**src/sv/cbss_pkg.sv**
```systemverilog
// types, constants and helper functions of the sorter sequencer
// no dependencies; used by the top level and its checker
package cbss_pkg;

  localparam int SMALL_SLOTS = 5;
  localparam int LARGE_SLOTS = 3;
  localparam int TOTAL_WIDTH = 16;

  localparam int DELAY_W     = 16;
  localparam int OUT_TOTAL_W = 16;
  localparam int CFG_IDX_W   = 3;
  localparam int SMALL_PTR_W = (SMALL_SLOTS > 1) ? $clog2(SMALL_SLOTS) : 1;
  localparam int LARGE_PTR_W = (LARGE_SLOTS > 1) ? $clog2(LARGE_SLOTS) : 1;
  localparam int BUMP_W      = $clog2(LARGE_SLOTS + 1);
  localparam int NUM_TOTALS  = 6;

  // register indexes
  localparam logic [CFG_IDX_W-1:0] REG_SAMPLE_PERIOD = 3'd0;
  localparam logic [CFG_IDX_W-1:0] REG_CLOSE_DELAY   = 3'd1;
  localparam logic [CFG_IDX_W-1:0] REG_OPEN_DELAY    = 3'd2;
  localparam logic [CFG_IDX_W-1:0] REG_COUNT_DELAY0  = 3'd3;
  localparam logic [CFG_IDX_W-1:0] REG_COUNT_DELAY1  = 3'd4;

  // register reset values, in ticks
  localparam logic [DELAY_W-1:0] RST_SAMPLE_PERIOD = 16'd30;
  localparam logic [DELAY_W-1:0] RST_CLOSE_DELAY   = 16'd250;
  localparam logic [DELAY_W-1:0] RST_OPEN_DELAY    = 16'd420;
  localparam logic [DELAY_W-1:0] RST_COUNT_DELAY0  = 16'd460;
  localparam logic [DELAY_W-1:0] RST_COUNT_DELAY1  = 16'd480;

  // request types
  localparam logic REQ_TICK  = 1'b0;
  localparam logic REQ_CLEAR = 1'b1;

  // size sensor codes
  localparam logic [1:0] SIZE_NONE  = 2'd0;
  localparam logic [1:0] SIZE_FRONT = 2'd1;
  localparam logic [1:0] SIZE_LARGE = 2'd3;

  // detection event codes
  localparam logic [2:0] EV_NONE     = 3'd0;
  localparam logic [2:0] EV_SMALL_B0 = 3'd1;
  localparam logic [2:0] EV_LARGE_B0 = 3'd2;
  localparam logic [2:0] EV_SMALL_B1 = 3'd3;
  localparam logic [2:0] EV_LARGE_B1 = 3'd4;

  // total slots
  localparam int TOT_SMALL_B0 = 0;
  localparam int TOT_COLL_B0  = 4;

  typedef struct packed {
    logic       req_type;
    logic [1:0] size_code_belt_zero;
    logic [1:0] size_code_belt_one;
    logic       count_seen_belt_zero;
    logic       count_seen_belt_one;
  } item_t;

  typedef struct packed {
    logic [1:0]             gate_drive;
    logic [OUT_TOTAL_W-1:0] small_total_belt_zero;
    logic [OUT_TOTAL_W-1:0] large_total_belt_zero;
    logic [OUT_TOTAL_W-1:0] small_total_belt_one;
    logic [OUT_TOTAL_W-1:0] large_total_belt_one;
    logic [OUT_TOTAL_W-1:0] collected_belt_zero;
    logic [OUT_TOTAL_W-1:0] collected_belt_one;
    logic [2:0]             detect_event;
  } result_t;

  // a zero delay counts as one tick
  function automatic logic [DELAY_W-1:0] at_least_one(input logic [DELAY_W-1:0] d);
    return (d == '0) ? DELAY_W'(1) : d;
  endfunction

  // saturating add of a small count
  function automatic logic [TOTAL_WIDTH-1:0] sat_add(input logic [TOTAL_WIDTH-1:0] v,
                                                     input logic [BUMP_W-1:0] n);
    logic [TOTAL_WIDTH:0] s;
    s = {1'b0, v} + (TOTAL_WIDTH+1)'(n);
    return s[TOTAL_WIDTH] ? {TOTAL_WIDTH{1'b1}} : s[TOTAL_WIDTH-1:0];
  endfunction

endpackage

```
**src/sv/conveyor_block_sorter_sequencer.sv**
```systemverilog
// two-belt block sorter sequencer, one tick per tick item, none per clear item
// depends on cbss_pkg
//
// channel   dir  handshake              payload
// item      in   item_valid/item_stall  cbss_pkg::item_t
// result    out  result_valid/result_stall cbss_pkg::result_t
// cfg       in   cfg_we                 cfg_index, cfg_data
//
// one item per cycle while item_stall is low; its result shows in the output register in the next cycle
// all countdown slots, the divider and the totals update together when the item is accepted
// the item side stalls only in reset or while a result waits and the output side stalls
// rst is synchronous: clears all sequencing state and result_valid, loads register defaults, stalls items
module conveyor_block_sorter_sequencer (
  input  logic                                clk,
  input  logic                                rst,
  input  logic                                item_valid,
  output logic                                item_stall,
  input  cbss_pkg::item_t                     item,
  output logic                                result_valid,
  input  logic                                result_stall,
  output cbss_pkg::result_t                   result,
  input  logic                                cfg_we,
  input  logic [cbss_pkg::CFG_IDX_W-1:0]      cfg_index,
  input  logic [cbss_pkg::DELAY_W-1:0]        cfg_data
);
  import cbss_pkg::*;

  // configuration registers
  logic [DELAY_W-1:0] sample_period;
  logic [DELAY_W-1:0] close_delay;
  logic [DELAY_W-1:0] open_delay;
  logic [DELAY_W-1:0] count_delay [2];

  // sequencing state
  logic [1:0]             prev_code       [2];
  logic [1:0]             prev_code_next  [2];
  logic [DELAY_W-1:0]     divider;
  logic [DELAY_W-1:0]     divider_next;
  logic [DELAY_W-1:0]     close_cnt       [2][SMALL_SLOTS];
  logic [DELAY_W-1:0]     close_cnt_next  [2][SMALL_SLOTS];
  logic [DELAY_W-1:0]     open_cnt        [2][SMALL_SLOTS];
  logic [DELAY_W-1:0]     open_cnt_next   [2][SMALL_SLOTS];
  logic [DELAY_W-1:0]     check_cnt       [2][LARGE_SLOTS];
  logic [DELAY_W-1:0]     check_cnt_next  [2][LARGE_SLOTS];
  logic [SMALL_PTR_W-1:0] small_ptr       [2];
  logic [SMALL_PTR_W-1:0] small_ptr_next  [2];
  logic [LARGE_PTR_W-1:0] large_ptr       [2];
  logic [LARGE_PTR_W-1:0] large_ptr_next  [2];
  logic [1:0]             gate_closed;
  logic [1:0]             gate_closed_next;
  logic [1:0]             gate_drive;
  logic [1:0]             gate_drive_next;
  logic [TOTAL_WIDTH-1:0] totals          [NUM_TOTALS];
  logic [TOTAL_WIDTH-1:0] totals_next     [NUM_TOTALS];

  logic                   accept;
  logic [1:0]             close_fire;
  logic [1:0]             open_fire;
  logic [BUMP_W-1:0]      check_fires     [2];
  logic [1:0]             seen;
  logic [1:0]             code            [2];
  logic [2:0]             belt_ev         [2];
  logic [2:0]             ev;
  logic [DELAY_W:0]       divider_inc;
  result_t                result_next;

  // output register parts the two sides; a waiting result is held
  assign item_stall = rst | (result_valid & result_stall);
  assign accept     = item_valid & ~item_stall;

  assign code[0] = item.size_code_belt_zero;
  assign code[1] = item.size_code_belt_one;
  assign seen    = {item.count_seen_belt_one, item.count_seen_belt_zero};

  always_comb begin
    prev_code_next   = prev_code;
    divider_next     = divider;
    close_cnt_next   = close_cnt;
    open_cnt_next    = open_cnt;
    check_cnt_next   = check_cnt;
    small_ptr_next   = small_ptr;
    large_ptr_next   = large_ptr;
    gate_closed_next = gate_closed;
    gate_drive_next  = gate_drive;
    totals_next      = totals;
    close_fire       = '0;
    open_fire        = '0;
    check_fires[0]   = '0;
    check_fires[1]   = '0;
    belt_ev[0]       = EV_NONE;
    belt_ev[1]       = EV_NONE;
    ev               = EV_NONE;
    divider_inc      = {1'b0, divider} + (DELAY_W+1)'(1);

    if (item.req_type == REQ_CLEAR) begin
      // clear request: totals only, no tick passes
      for (int k = 0; k < NUM_TOTALS; k++) begin
        totals_next[k] = '0;
      end
    end else begin
      // every running countdown steps down; reaching zero fires
      for (int b = 0; b < 2; b++) begin
        for (int i = 0; i < SMALL_SLOTS; i++) begin
          if (close_cnt[b][i] != '0) begin
            close_cnt_next[b][i] = close_cnt[b][i] - DELAY_W'(1);
            if (close_cnt[b][i] == DELAY_W'(1)) close_fire[b] = 1'b1;
          end
          if (open_cnt[b][i] != '0) begin
            open_cnt_next[b][i] = open_cnt[b][i] - DELAY_W'(1);
            if (open_cnt[b][i] == DELAY_W'(1)) open_fire[b] = 1'b1;
          end
        end
        for (int i = 0; i < LARGE_SLOTS; i++) begin
          if (check_cnt[b][i] != '0) begin
            check_cnt_next[b][i] = check_cnt[b][i] - DELAY_W'(1);
            if (check_cnt[b][i] == DELAY_W'(1)) check_fires[b] = check_fires[b] + BUMP_W'(1);
          end
        end
        // a close and an open in one tick leave the gate open
        if (close_fire[b]) gate_closed_next[b] = 1'b1;
        if (open_fire[b])  gate_closed_next[b] = 1'b0;
        // each expiring check counts once if the sensor shows a block
        if (seen[b]) begin
          totals_next[TOT_COLL_B0 + b] = sat_add(totals[TOT_COLL_B0 + b], check_fires[b]);
        end
      end
      if ((close_fire | open_fire) != 2'b00) gate_drive_next = gate_closed_next;

      // sample divider; a period lowered below the divider samples now
      if (divider_inc >= {1'b0, at_least_one(sample_period)}) begin
        divider_next = '0;
        for (int b = 0; b < 2; b++) begin
          prev_code_next[b] = code[b];
          if (prev_code[b] == SIZE_FRONT) begin
            if (code[b] == SIZE_NONE) begin
              // small block: arm the next close/open slot pair, restarting it if busy
              for (int i = 0; i < SMALL_SLOTS; i++) begin
                if (small_ptr[b] == SMALL_PTR_W'(i)) begin
                  close_cnt_next[b][i] = at_least_one(close_delay);
                  open_cnt_next[b][i]  = at_least_one(open_delay);
                end
              end
              small_ptr_next[b] = (small_ptr[b] == SMALL_PTR_W'(SMALL_SLOTS - 1)) ?
                                  '0 : small_ptr[b] + SMALL_PTR_W'(1);
              totals_next[TOT_SMALL_B0 + 2*b] =
                sat_add(totals[TOT_SMALL_B0 + 2*b], BUMP_W'(1));
              belt_ev[b] = (b == 0) ? EV_SMALL_B0 : EV_SMALL_B1;
            end else if (code[b] == SIZE_LARGE) begin
              // large block: both gates open now, count check later
              for (int i = 0; i < LARGE_SLOTS; i++) begin
                if (large_ptr[b] == LARGE_PTR_W'(i)) begin
                  check_cnt_next[b][i] = at_least_one(count_delay[b]);
                end
              end
              large_ptr_next[b] = (large_ptr[b] == LARGE_PTR_W'(LARGE_SLOTS - 1)) ?
                                  '0 : large_ptr[b] + LARGE_PTR_W'(1);
              gate_drive_next = 2'b00;
              totals_next[TOT_SMALL_B0 + 2*b + 1] =
                sat_add(totals[TOT_SMALL_B0 + 2*b + 1], BUMP_W'(1));
              belt_ev[b] = (b == 0) ? EV_LARGE_B0 : EV_LARGE_B1;
            end
          end
        end
        // belt zero event is reported when both belts detect
        ev = (belt_ev[0] != EV_NONE) ? belt_ev[0] : belt_ev[1];
      end else begin
        divider_next = divider_inc[DELAY_W-1:0];
      end
    end
  end

  always_comb begin
    result_next.gate_drive            = gate_drive_next;
    result_next.small_total_belt_zero = OUT_TOTAL_W'(totals_next[0]);
    result_next.large_total_belt_zero = OUT_TOTAL_W'(totals_next[1]);
    result_next.small_total_belt_one  = OUT_TOTAL_W'(totals_next[2]);
    result_next.large_total_belt_one  = OUT_TOTAL_W'(totals_next[3]);
    result_next.collected_belt_zero   = OUT_TOTAL_W'(totals_next[4]);
    result_next.collected_belt_one    = OUT_TOTAL_W'(totals_next[5]);
    result_next.detect_event          = ev;
  end

  // configuration writes
  always_ff @(posedge clk) begin
    if (rst) begin
      sample_period  <= RST_SAMPLE_PERIOD;
      close_delay    <= RST_CLOSE_DELAY;
      open_delay     <= RST_OPEN_DELAY;
      count_delay[0] <= RST_COUNT_DELAY0;
      count_delay[1] <= RST_COUNT_DELAY1;
    end else if (cfg_we) begin
      unique case (cfg_index)
        REG_SAMPLE_PERIOD: sample_period  <= cfg_data;
        REG_CLOSE_DELAY:   close_delay    <= cfg_data;
        REG_OPEN_DELAY:    open_delay     <= cfg_data;
        REG_COUNT_DELAY0:  count_delay[0] <= cfg_data;
        REG_COUNT_DELAY1:  count_delay[1] <= cfg_data;
        default: ;
      endcase
    end
  end

  // sequencing state
  always_ff @(posedge clk) begin
    if (rst) begin
      divider     <= '0;
      gate_closed <= '0;
      gate_drive  <= '0;
      for (int b = 0; b < 2; b++) begin
        prev_code[b] <= '0;
        small_ptr[b] <= '0;
        large_ptr[b] <= '0;
        for (int i = 0; i < SMALL_SLOTS; i++) begin
          close_cnt[b][i] <= '0;
          open_cnt[b][i]  <= '0;
        end
        for (int i = 0; i < LARGE_SLOTS; i++) begin
          check_cnt[b][i] <= '0;
        end
      end
      for (int k = 0; k < NUM_TOTALS; k++) begin
        totals[k] <= '0;
      end
    end else if (accept) begin
      divider     <= divider_next;
      gate_closed <= gate_closed_next;
      gate_drive  <= gate_drive_next;
      prev_code   <= prev_code_next;
      small_ptr   <= small_ptr_next;
      large_ptr   <= large_ptr_next;
      close_cnt   <= close_cnt_next;
      open_cnt    <= open_cnt_next;
      check_cnt   <= check_cnt_next;
      totals      <= totals_next;
    end
  end

  // output register
  always_ff @(posedge clk) begin
    if (rst) begin
      result_valid <= 1'b0;
    end else if (accept) begin
      result_valid <= 1'b1;
    end else if (!result_stall) begin
      result_valid <= 1'b0;
    end
  end

  always_ff @(posedge clk) begin
    if (accept) begin
      result <= result_next;
    end
  end

endmodule

```
**config.mk**
```make
export PLATFORM = sky130hd
export DESIGN_NAME = conveyor_block_sorter_sequencer
export DESIGN_NICKNAME = d
export VERILOG_FILES = /design/src/sv/cbss_pkg.sv /design/src/sv/conveyor_block_sorter_sequencer.sv
export SDC_FILE = /design/constraint.sdc
export NUM_CORES = 2
export LEC_CHECK = 0
export BUFFER_PORTS_ARGS = -buffer_cell sky130_fd_sc_hd__buf_2
export CAP_MARGIN = 20
export CORE_UTILIZATION = 49
export CTS_BUF_LIST = sky130_fd_sc_hd__clkbuf_4
export DETAILED_ROUTE_END_ITERATION = 7
export PLACE_DENSITY = 0.65
export SLEW_MARGIN = 40
export SYNTH_ARGS = -nofsm -noshare
export SYNTH_HDL_FRONTEND = slang
export SYNTH_SLANG_ARGS = --single-unit
export TNS_END_PERCENT = 20
```
**constraint.sdc**
```tcl
create_clock -name clk -period 5.2 [get_ports clk]
set_clock_uncertainty 0.15 [all_clocks]
set_input_delay 0.26 -clock clk [delete_from_list [all_inputs] [get_ports clk]]
set_output_delay 0.26 -clock clk [all_outputs]
set_load 0.01 [all_outputs]
```
* Yosys cells after proc, flatten, opt, wreduce, memory -nomap -nowiden *
Memories as Yosys holds them, arrays and structs flattened.
Index checks and enable logic that the tools add are counted.

storage, ports and cells
  output and inout bits = 103
  register bits = 696
  RAM bits = 32
  input port bits = 31
  latch bits = 0
  memories kept = 1
  memory bits (read-only) = 0

cells by class
  reductions and logical operators = 50
  muxes and demuxes = 201
  bitwise gates (word level) = 11
  magnitude comparators = 1
  divide/modulo/power cells = 0
  shift-type cells = 0
  $add $sub $neg = 41
  equality and inequality tests = 47
  multiply operators = 0

memories
  name         depth  width  rd ports  clocked after memory_dff  wr ports  line                                   RTL
  count_delay  2      16     2         0                         2         conveyor_block_sorter_sequencer.sv:32  logic [DELAY_W-1:0] count_delay [2];

operators by type and width
  cell                                                                   number
  16-bit 2-to-1 mux                                                      74
  80-bit 2-to-1 mux                                                      8
  16-bit by 1-bit == test with 1-bit output (second input constant)      26
  16-bit nonzero test                                                    26
  16-bit by 1-bit subtractor with 16-bit output (second input constant)  26
  160-bit 2-to-1 mux                                                     2
  48-bit 2-to-1 mux                                                      6
  96-bit 2-to-1 mux                                                      2
  16-bit by 1-bit adder with 17-bit output (second input constant)       5
  16-bit zero test                                                       5
  1-bit 2-to-1 mux                                                       70
  32-bit 2-to-1 mux                                                      2
  64-bit 2-to-1 mux                                                      1
  2-bit 2-to-1 mux                                                       28
  16-bit by 2-bit adder with 17-bit output                               2
  3-bit 2-to-1 mux                                                       8
  3-bit by 2-bit == test with 1-bit output (second input constant)       6
  17-bit by 16-bit >= comparator with 1-bit output                       1
  2-bit by 1-bit adder with 2-bit output (second input constant)         6
  6-bit AND reduction                                                    2
  5-bit AND reduction                                                    2
  3-bit by 1-bit == test with 1-bit output (second input constant)       3
  3-bit == test (second input constant)                                  3
  3-bit zero test                                                        3
  14 further kinds                                                       34

* Longest topological paths before layout *
  depth in word-level cells = 25
  gate-level depth with buffers = 18
  depth with buffers taken out = 18

* Least setup slack after synthesis *
No wires, ideal clock.

  path type = register to register
  start point = reg check_cnt[40] in the netlist's numbering
  end point = reg result[10] in the netlist's numbering, data pin
  clock period less this slack = 4629 ps
  arrival time = 4209 ps
  path buffers = 3
  required time = 4780 ps
  path slack = 571 ps
  cell stages (with the launch flop) = 18
  cell sequence = dfxtp_1 clkbuf_1 or4_1 nor3_1 nand2b_1 nor4b_1 ha_1 mux2i_1 xnor2_1 ha_1 fa_1 and3_1 and2_0 nand3_1 or3_1 clkbuf_1 clkbuf_1 a21oi_1

RTL lines
  item                    line                                    RTL
  start, declared         conveyor_block_sorter_sequencer.sv:43   logic [DELAY_W-1:0] check_cnt [2][LARGE_SLOTS];
  start signal, assigned  conveyor_block_sorter_sequencer.sv:233  check_cnt <= check_cnt_next;
  end signal, assigned    conveyor_block_sorter_sequencer.sv:251  result <= result_next;
  end, declared           conveyor_block_sorter_sequencer.sv:21   output cbss_pkg::result_t result,

==> flow_summary_export.csv <==
group,metric,value,unit
routing,drt-wirelength-per-cell,19.87,um
synthesis,synthArstFlopShare,0,%
timing,tightest_slew,856.3,ps
worst_setup_path,criticalPathCategory,"register to register",
timing,drv_slew,0,
global_routing,grt_pass1_wl,209200,um
routing,wl_met3,10290,um
floorplan,start_util,49.41,%
global_routing,grt.total_usage,30.36,%
clock_tree,cts_buffers,199,
worst_setup_path,critPathRequiredTime,5910,ps
worst_setup_path,crit_path_end_kind,"register",
global_routing,grt_pass1_vias,37634,
synthesis,synthTopCellsByArea,"dfxtp_1 (29%), edfxtp_1 (9.7%), a21oi_1 (6.6%)",
routing,vias_per_cell,6.246,
timing,rsz0062_at_grt,"false",
floorplan,rows,106,
layout,final_cell_mix,"dfxtp_1 (584), a21oi_1 (541), nand2_1 (455)",
floorplan,die_area,0.08542,sq mm
floorplan,core,0.08356,sq mm
routing,wl_met2,59770,um
synthesis,ys_seq_area_share,38.52,%
layout,nNetsFinal,5588,
timing,slew_headroom,42.74,%
place,io_buffers,133,
timing,period_share,95.59,%
routing,drt_iter0_markers,3846,
synthesis,syn_inst,5309,
timing,setup_viol,0,
place,post-dp-hpwl,81790,um
job,drv_cap,0,
worst_setup_path,cp_slowest_cell,"mux2i_1",
synthesis,synth.distinct_cells,97,
routing,drc,0,
power,vdd_ir_drop_max,440.6,uV
power,power_density,663.9,mW/mm^2
power,p_leak,0.01690,uW
clock_tree,root_buffer,"clkbuf_4",
layout,layout_commonest_cell,"dfxtp_1",
worst_setup_path,path_cells,"or3_1 -> nor4b_2 -> and4b_1 -> ha_1 -> mux2i_1 -> nor2_1 -> xnor2_1 -> ha_1 -> a21oi_1 -> nor2_1 -> and3_1 -> and2_1 -> nor2b_1 -> nand3_1 -> mux2_2 -> nor2b_1",
clock_tree,clockBufferDepth,3,
clock_tree,clkSlewWorstSetupHoldPaths,70,ps
layout,drive_gt1_share,12.31,%
timing,fmax,201.2,MHz
synthesis,synth_area,0.04129,sq mm
routing,ant_nets,0,
layout,synthToLayoutAreaGrowth,13.06,%
worst_setup_path,worstPathMaxFanout,6,
clock_tree,cts-htree-levels,4,
run_status,status,"finished clean",
global_routing,overflow,0,
routing,met1Wirelength,58330,um
place,finalWeightedCongestion,0.8740,
floorplan,fp.dieW,292.3,um
synthesis,synth_edf_count,133,
timing,fin_hold_ws,158.3,ps
routing,drt-pass1-iter-count,8,
timing,hold_violations,0,
synthesis,synth_top_area_cell,"dfxtp_1",
worst_setup_path,start_kind,"register",
synthesis,synth_top_flop_cell,"dfxtp_1",
floorplan,ios,134,
floorplan,die_h,292.3,um
clock_tree,cts.sinks,728,
worst_hold_path,holdCritPathClass,"input port to register",
synthesis,ys_ff_latch,728,
synthesis,synth_top_area_share,28.85,%
global_routing,grt_max_degree,127,
global_routing,antenna_found_initial,5,
timing,period_needed,4971,ps
worst_setup_path,worstPathArrival,5680,ps
clock_tree,insertion_delay,1140,ps
synthesis,synth.avg_cell_area,7.777,sq um
routing,routed_wl,133000,um
synthesis,syn-num-nets,5442,
worst_setup_path,critPathMaxStageDelay,490,ps
routing,via_count,41820,
timing,setup-tns-final,0,ps
synthesis,synth_warnings,0,
routing,top_layer,"met4",
clock_tree,tritoncts,"done",
[area by class of cell]
type                       count  area (sq um)
clock inverter                51         310.3
multi-input combinational   4043         23570
inverter                     146         555.5
clock buffer                 302          2267
antenna                        9         22.52
timing repair buffer         337          2681
tap                         1080          1351
sequential                   728         15920
fill                        7889         36880
[critical path: cells and delay by family, from the launching register on]
| kind | cells | cell delay, ps |
|---|---|---|
| fa+ha+maj | 2 | 530 |
| compound gates | 1 | 80 |
| flops | 1 | 360 |
| simple gates | 10 | 2630 |
| mux | 2 | 780 |
| xor+xnor | 1 | 190 |
[sequential cells by signal, summed over array words and instances (netlist names)]
name and cells:
gate_closed 2, close_cnt 160, count_delay 32, gate_drive 2, result_valid 1, open_delay 16
prev_code 4, totals 96, small_ptr 6, check_cnt 96, close_delay 16, divider 16
sample_period 16, large_ptr 4, open_cnt 160, result 101
[metrics by stage]
step / instance area [sq um] / power [uW] / std cells / setup slack [ps] / util, %
2_1_floorplan: 41290 / 22070 / 5309 / 570.7 / -
3_3_place_gp: 43050 / 25020 / 6245 / 400.6 / 51.52
3_5_place_dp: 43220 / 25310 / 6252 / 327.4 / 51.72
4_1_cts: 46620 / 30860 / 6687 / 347.0 / 55.80
5_1_grt: 46670 / 34050 / 6694 / 71.53 / 55.86
6_report: 46680 / 30990 / 6696 / 229.2 / 55.87
[worst paths after layout]
| path | start | endpoint | slack [ps] | cells after the start |
|---|---|---|---|---|
| hold / removal | item[3] | totals[35] | 160 | 6 |
| hold reg to reg | check_cnt[14] | check_cnt[14] | 300 | 2 |
| setup reg to reg | check_cnt[84] | result[34] | 230 | 16 |
| setup / recovery | check_cnt[84] | result[34] | 230 | 16 |
[layer usage]
| layer | global-route usage (%) | up-vias |
|---|---|---|
| li1 | - | 20214 |
| met1 | 41.13 | 19692 |
| met2 | 47.93 | 1631 |
| met3 | 5.084 | 283 |
| met4 | 12.53 | 0 |
| met5 | 0 | - |
[Yosys cell counts, drive strengths merged (21+ instances only)]
| library cell | instances |
|---|---|
| nor2 | 395 |
| or4 | 60 |
| a31oi | 74 |
| nand4 | 40 |
| nor4 | 128 |
| nand3 | 284 |
| o32ai | 34 |
| a221oi | 21 |
| dfxtp | 595 |
| a31o | 23 |
| nand2b | 46 |
| or3 | 95 |
| nand2 | 457 |
| o41ai | 26 |
| o2bb2ai | 23 |
| and2 | 72 |
| or2 | 25 |
| edfxtp | 133 |
| buf | 72 |
| and3 | 67 |
| o22ai | 28 |
| a211oi | 65 |
| o21ai | 589 |
| nor3b | 28 |
| o211ai | 29 |
| a21oi | 543 |
| inv | 146 |
| a32o | 36 |
| clkbuf | 320 |
| o31ai | 51 |
| xnor2 | 30 |
| a22o | 34 |
| a21boi | 22 |
| nor3 | 357 |
| ha | 100 |
[kinds of logic (layout without fill, tap and decap cells)]
family | Yosys count | in the layout | share of synthesized area [%]
AO/OA/AOI/OAI | 1733 | 1733 | 25.59
AND/OR/NAND/NOR | 2130 | 2130 | 25.97
flip-flops | 728 | 728 | 38.52
buffers and inverters | 538 | 836 | 5.025
multiplexers | 29 | 29 | 0.7334
XOR/XNOR | 49 | 49 | 1.039
adder cells (fa/ha/maj) | 102 | 102 | 3.127
other | 0 | 9 | 0
[power breakdown]
part           switching, uW  internal, uW  total, uW
clock                   2530          2830       5360
combinational          10600          6960      17600
sequential              1160          6920       8070
[timing repair]
| action | in CTS | in global routing |
|---|---|---|
| hold buffers | 82 | 0 |
| hold endpoints to repair | 552 | 0 |
| endpoints found under the setup margin | 0 | 1 |
| setup buffers | 0 | 0 |
| resized for setup | 0 | 1 |
(Power assumes the default switching activity.)
